**config.mk**
```make
export PLATFORM = sky130hd
export DESIGN_NAME = serial_command_message_parser
export DESIGN_NICKNAME = d
export VERILOG_FILES = /design/src/sv/scmp_pkg.sv /design/src/sv/scmp_parse.sv /design/src/sv/serial_command_message_parser.sv
export SDC_FILE = /design/constraint.sdc
export NUM_CORES = 1
export LEC_CHECK = 0
export ABC_CLOCK_PERIOD_IN_PS = 5200
export BUFFER_PORTS_ARGS = -buffer_cell sky130_fd_sc_hd__buf_2
export CAP_MARGIN = 10
export CORE_MARGIN = 10
export CORE_UTILIZATION = 55
export CTS_CLUSTER_DIAMETER = 150
export DETAILED_ROUTE_END_ITERATION = 6
export PLACE_DENSITY = 0.75
export SETUP_SLACK_MARGIN = 0.5
export SKIP_LAST_GASP = 1
export SLEW_MARGIN = 5
export SYNTH_ARGS = -nofsm -noshare
export SYNTH_HDL_FRONTEND = slang
export SYNTH_SLANG_ARGS = --single-unit
```
**constraint.sdc**
```tcl
create_clock -name clk -period 5.2 [get_ports clk]
set_input_delay 0.52 -clock clk [delete_from_list [all_inputs] [get_ports clk]]
set_output_delay 0.52 -clock clk [all_outputs]
set_load 0.01 [all_outputs]
```
**src/sv/scmp_pkg.sv**
```systemverilog
`timescale 1ns / 1ps
// ----------------------------------------------------------------------------
// Serial command message parser package
// Shared constants, command codes and the result record of the parser.
// ----------------------------------------------------------------------------
package scmp_pkg;

	localparam int MSG_CAPACITY_DEF = 127;

	localparam int RX_WIDTH    = 8;
	localparam int LEN_WIDTH   = 7;
	localparam int CMD_WIDTH   = 5;
	localparam int PER_WIDTH   = 9;
	localparam int OUT_BYTES_W = 40;

	localparam logic [CMD_WIDTH-1:0] CMD_IDLE       = 5'd0;
	localparam logic [CMD_WIDTH-1:0] CMD_SKIP_NEXT  = 5'd1;
	localparam logic [CMD_WIDTH-1:0] CMD_SET_PERIOD = 5'd2;
	localparam logic [CMD_WIDTH-1:0] CMD_ERASE      = 5'd3;
	localparam logic [CMD_WIDTH-1:0] CMD_SAVE       = 5'd4;

	localparam logic [RX_WIDTH-1:0]  FIRST_PRINTABLE = 8'd32;
	localparam logic [RX_WIDTH-1:0]  MIN_SPEED_BYTE  = 8'h50;
	localparam logic [RX_WIDTH-1:0]  PLUS_CHAR       = 8'h2B;
	localparam logic [PER_WIDTH-1:0] PERIOD_RESET    = 9'd407;

	typedef struct packed {
		logic                 message_done;
		logic                 overflow;
		logic                 save_request;
		logic                 erase_request;
		logic                 store_valid;
		logic [LEN_WIDTH-1:0] store_index;
		logic [RX_WIDTH-1:0]  store_data;
		logic [LEN_WIDTH-1:0] length_now;
		logic [PER_WIDTH-1:0] period_now;
		logic                 saving_on;
		logic                 in_message;
	} scmp_result_t;

endpackage

```
**src/sv/scmp_parse.sv**
```systemverilog
`timescale 1ns / 1ps
// ----------------------------------------------------------------------------
// Parser state and next-state logic
// Holds the command, message and setting state and computes one result per
// byte; the state advances when a byte is stepped through.
// ----------------------------------------------------------------------------
module scmp_parse #(
	parameter int MSG_CAPACITY = scmp_pkg::MSG_CAPACITY_DEF
) (
	input  logic                                 clk,
	input  logic                                 arst_n,
	input  logic                                 step,
	input  logic [scmp_pkg::RX_WIDTH-1:0]        rx_byte,
	output scmp_pkg::scmp_result_t               result
);
	import scmp_pkg::*;

	localparam int                   CapInt = (MSG_CAPACITY > 127) ? 127 : MSG_CAPACITY;
	localparam logic [LEN_WIDTH-1:0] CapEff = LEN_WIDTH'(CapInt);

	logic [CMD_WIDTH-1:0] pending_q, pending_d;
	logic                 reading_q, reading_d;
	logic [LEN_WIDTH-1:0] length_q, length_d;
	logic [PER_WIDTH-1:0] period_q, period_d;
	logic                 saving_q, saving_d;

	always_comb begin
		logic                 do_append;
		logic [RX_WIDTH-1:0]  speed_v;
		do_append = 1'b0;
		speed_v   = '0;
		pending_d = pending_q;
		reading_d = reading_q;
		length_d  = length_q;
		period_d  = period_q;
		saving_d  = saving_q;
		result    = '0;

		priority if (reading_q) begin
			do_append = 1'b1;
		end else if (pending_q == CMD_IDLE) begin
			priority if (rx_byte == PLUS_CHAR) begin
				pending_d = CMD_SKIP_NEXT;
			end else if (rx_byte == {3'b000, CMD_ERASE}) begin
				result.erase_request = 1'b1;
			end else if (rx_byte < FIRST_PRINTABLE) begin
				pending_d = rx_byte[CMD_WIDTH-1:0];
			end else begin
				length_d  = '0;
				reading_d = 1'b1;
				do_append = 1'b1;
			end
		end else begin
			if (pending_q == CMD_SET_PERIOD && rx_byte != '0) begin
				speed_v  = (rx_byte < MIN_SPEED_BYTE) ? MIN_SPEED_BYTE : rx_byte;
				period_d = {speed_v, 1'b0};
			end else if (pending_q == CMD_SAVE && rx_byte != '0) begin
				saving_d = (rx_byte == 8'd1);
			end
			pending_d = CMD_IDLE;
		end

		if (do_append) begin
			if (rx_byte < FIRST_PRINTABLE) begin
				pending_d = CMD_IDLE;
				reading_d = 1'b0;
				result.save_request = saving_q && (length_d != '0);
				result.message_done = 1'b1;
			end else begin
				if (length_d < CapEff) begin
					result.store_valid = 1'b1;
					result.store_index = length_d;
					result.store_data  = rx_byte;
					length_d           = length_d + 1'b1;
				end
				if (length_d == CapEff) begin
					pending_d           = CMD_SKIP_NEXT;
					result.overflow     = 1'b1;
					result.message_done = 1'b1;
				end
			end
		end

		result.length_now = length_d;
		result.period_now = period_d;
		result.saving_on  = saving_d;
		result.in_message = reading_d;
	end

	always_ff @(posedge clk or negedge arst_n) begin
		if (!arst_n) begin
			pending_q <= CMD_IDLE;
			reading_q <= 1'b0;
			length_q  <= '0;
			period_q  <= PERIOD_RESET;
			saving_q  <= 1'b0;
		end else if (step) begin
			pending_q <= pending_d;
			reading_q <= reading_d;
			length_q  <= length_d;
			period_q  <= period_d;
			saving_q  <= saving_d;
		end
	end

endmodule

```
**src/sv/serial_command_message_parser.sv**
```systemverilog
`timescale 1ns / 1ps
// ----------------------------------------------------------------------------
// Serial command message parser
// Turns received serial bytes into commands, settings and message text.
// ----------------------------------------------------------------------------
// Each received byte yields exactly one result. A byte is held in an input
// register, parsed combinationally and its result placed in an output
// register, so one byte per clock is sustained while the output is not
// stalled; the result is presented from the output register. Stalls on the
// result side hold the output register and push back on the input side.
module serial_command_message_parser #(
	parameter int MSG_CAPACITY = scmp_pkg::MSG_CAPACITY_DEF
) (
	input  logic                                 clk,
	input  logic                                 arst_n,
	input  logic                                 s_tvalid,
	output logic                                 s_tready,
	// rx_byte[7:0]
	input  logic [scmp_pkg::RX_WIDTH-1:0]        s_tdata,
	output logic                                 m_tvalid,
	input  logic                                 m_tready,
	// overflow[0], save_request[1], erase_request[2], store_valid[3],
	// store_index[10:4], store_data[18:11], length_now[25:19],
	// period_now[34:26], saving_on[35], in_message[36], zero fill above.
	output logic [scmp_pkg::OUT_BYTES_W-1:0]     m_tdata,
	// message_done
	output logic                                 m_tlast
);
	import scmp_pkg::*;

	logic                valid_s1;
	logic [RX_WIDTH-1:0] byte_s1;
	logic                valid_s2;
	scmp_result_t        result_s2;
	scmp_result_t        result_c;
	logic                out_free;
	logic                advance;

	assign out_free = !valid_s2 || m_tready;
	assign advance  = valid_s1 && out_free;
	assign s_tready = !valid_s1 || out_free;

	scmp_parse #(
		.MSG_CAPACITY(MSG_CAPACITY)
	) u_parse (
		.clk    (clk),
		.arst_n (arst_n),
		.step   (advance),
		.rx_byte(byte_s1),
		.result (result_c)
	);

	always_ff @(posedge clk or negedge arst_n) begin
		if (!arst_n) begin
			valid_s1 <= 1'b0;
			valid_s2 <= 1'b0;
		end else begin
			if (s_tready) begin
				valid_s1 <= s_tvalid;
			end
			if (out_free) begin
				valid_s2 <= valid_s1;
			end
		end
	end

	always_ff @(posedge clk) begin
		if (s_tvalid && s_tready) begin
			byte_s1 <= s_tdata;
		end
		if (advance) begin
			result_s2 <= result_c;
		end
	end

	assign m_tvalid = valid_s2;
	assign m_tlast  = result_s2.message_done;
	assign m_tdata  = {3'b000,
		result_s2.in_message,
		result_s2.saving_on,
		result_s2.period_now,
		result_s2.length_now,
		result_s2.store_data,
		result_s2.store_index,
		result_s2.store_valid,
		result_s2.erase_request,
		result_s2.save_request,
		result_s2.overflow};

endmodule
```
==> flow_summary.ini <==
[floorplanning]
start_util = 0.573
die-area_mm2 = 0.00976
dieWidth_um = 98.8
die_y_um = 98.8
io-pin-count = 55
core_area_mm2 = 0.00596
rows = 28

[detailed_routing]
ant_nets = 0
finalWirelength_um = 7280
drt_iter0_markers = 240
drc = 0
vias = 2455
drt_pass1_iterations = 4
wl_per_cell_um = 17.2
routed_via_density = 5.79

[setup_path]
cp_top_family = simple AND/OR/NAND/NOR gates
critPathCapture = m_tlast
worstReg2RegStart = byte_s1[4]
critical_path.cell_chain = and4bb_2 > a311oi_4 > nand2_1 > nand2_1 > inv_1 > ha_1 > nand2_1 > o221a_2 > o311ai_0 > nor2_1 > o21a_1
rrSetupSlack_ns = 1.49
cp.depth = 11
slowest_delay_ns = 0.51
crit_path_end_kind = flop
cp_max_fo = 22
cp-startpoint = byte_s1[4]
slowest_stage = nand2_1
cp.required_ns = 5.30
path_buf_inv = 1
worstPathArrival_ns = 3.81
crit_top_cell = nand2_1
r2r_cells = 11
rr_endpoint = m_tlast
crit_type = flop to flop
cp-start-kind = flop

[synth]
yosysTopAreaCell = edfxtp_1
synth_top_area_frac = 0.405
synth.avg_cell_area_um2 = 11.5
synth_seq_cells = 71
ys.flop_type = edfxtp_1
yosysSeqAreaShare = 0.590
synthTopCellsByArea = edfxtp_1 40%, dfrtp_1 14%, dfstp_2 4.6%, nand2_1 3.4%, o21ai_0 3.1%
async_flop_share = 0.352
synth_cell_type_count = 60
synth_cells = 297
yosysWarningCount = 0
synth-edff-count = 46
syn-cell-area_mm2 = 0.00341

[pwr]
p_int_w = 0.00133
power.density_mw_per_mm2 = 540
vdd_drop_max_uv = 256
swShare = 0.360
combPwrFrac = 0.362
power_frac_clock = 0.200
p_total_w = 0.00208
p_leak_nw = 1.58
seqPwrFrac = 0.438
p_sw_w = 0.000749

[finish]
diodes = 0
num-nets-final = 358
final.fill_count = 496
drive_gt1_frac = 0.266
area_growth_pct = 13.2

[clock_tree]
postCtsSetupBuffers = 0
holdBufCountCts = 0
cts_resized = 0
cts_tree = done
cts_max_path_buffers = 2
htree_levels = 3
path_clk_slew_ns = 0.07
clock_sinks = 71
cts_buffers = 9
root_buffer = clkbuf_8
clk-insertion-delay-late_ns = 0.34

[sta]
fin_skew_ns = 0.00689
worstMarginPinSlew_ns = 0.844
finalMaxSlewViolations = 0
hold_violations = 0
rsz0062_at_grt = false
setup-violations-final = 0
period_minus_slack_ns = 3.71
tns_ns = 0
fmax_ghz = 0.270
min_period_over_period = 0.714
slew_headroom = 0.434

[global_route]
grt_usage = 0.151
grt_pass1_wl_um = 12000
grt_max_degree = 29
grt_pass1_vias = 2366
grt-ovfl-total = 0
antenna_found_initial = 0

[flow_run]
max-cap-violations = 0

[run_status]
run_status = complete, no violations

[placed_design]
gp_congestion = 0.967
dp_hpwl_um = 5200
port_buffers = 51

[worst_hold_path]
min_path_type = primary input to async pin
==> synthesized netlist by cell type, types with 2 or more instances <==
library cell	number
nand3_1	12
nor4b_1	2
buf_2	6
mux2_2	7
nor3_1	4
edfxtp_1	46
nor2_1	16
a21o_1	2
a21oi_1	13
mux2i_1	2
ha_1	2
dfstp_2	6
inv_1	10
clkbuf_1	8
buf_4	3
nor2b_1	3
a31o_2	2
nand2b_1	7
nand2_1	31
and2_1	14
nand4_1	3
or3_4	2
dfrtp_1	19
and3_1	12
o21ai_0	21
a41oi_1	2
or2_2	2
o22ai_1	2
buf_6	2
o21ai_1	2
o211ai_1	2
o31ai_1	4
==> power groups by stage <==
stage / combinational, W / clock, W / sequential [W]
floorplan: 0.000572 / 0 / 0.000913
global placement: 0.000735 / 0 / 0.000912
detailed placement: 0.000756 / 0 / 0.000923
CTS: 0.000759 / 0.000423 / 0.000912
global route: 0.000840 / 0.000447 / 0.000932
finish: 0.000755 / 0.000417 / 0.000912
==> layer usage <==
metal,track usage,vias up,wire length (µm)
met5,0,-,0
met3,0.0433,10,590
met2,0.225,91,3410
met4,0.0595,0,82
li1,-,1181,-
met1,0.201,1173,3200
==> placed cells by master, fill, tap and decap left out, types with 9 or more instances in the layout <==
master,count
o21ai_0,21
nand2_1,31
inv_1,9
a21oi_1,13
and3_1,12
buf_2,51
dfrtp_1,19
nand3_1,12
edfxtp_1,46
clkbuf_8,9
and2_1,14
nor2_1,16
==> through the flow <==
step	setup WS, ns	hold slack [ns]	utilization	cells	instance area (µm²)
floorplan	2.17	0.224	-	299	3420
global placement	1.66	0.452	0.618	408	3680
detailed placement	1.51	0.460	0.618	408	3680
CTS	1.51	0.196	0.649	424	3860
global route	1.17	0.225	0.649	424	3860
finish	1.49	0.179	0.649	424	3860
==> cells by family after synthesis <==
| family | count (synthesis) | share of synthesized area |
|---|---|---|
| AOI/OAI and AO/OA | 66 | 0.137 |
| xor gates and xnor gates | 2 | 0.00513 |
| adders and majority gates | 2 | 0.00733 |
| buffers and inverters | 29 | 0.0418 |
| DFF | 71 | 0.590 |
| muxes | 9 | 0.0290 |
| other | 1 | 0.00110 |
| and+or+nand+nor | 117 | 0.188 |
==> worst min-delay path by stage <==
| stage | from | endpoint | depth (start not counted) |
|---|---|---|---|
| final | arst_n | valid_s1 | 1 |
| after CTS | arst_n | u_parse.period_q[5] | 1 |
| after detailed placement | u_parse.period_q[1] | u_parse.period_q[1] | 2 |
| after global placement | u_parse.period_q[1] | u_parse.period_q[1] | 2 |
| after floorplan | arst_n | m_tvalid | 0 |
| after global routing | arst_n | valid_s1 | 1 |
==> registers in the layout, indices dropped and copies added (netlist names), 5 cells and up <==
signal and cells:
u_parse.period_q 9, byte_s1 8, u_parse.pending_q 5, u_parse.length_q 7, m_tdata 37
==> area by class of cell <==
type                       count  area, µm²  area share
inverter                      10       37.5     0.00972
timing repair buffer          53        270      0.0700
sequential                    71       2010       0.522
clock inverter                 4       47.5      0.0123
tap                           75       93.8      0.0243
multi-input combinational    199       1260       0.327
clock buffer                  12        135      0.0350
(Power assumes the default switching activity.)
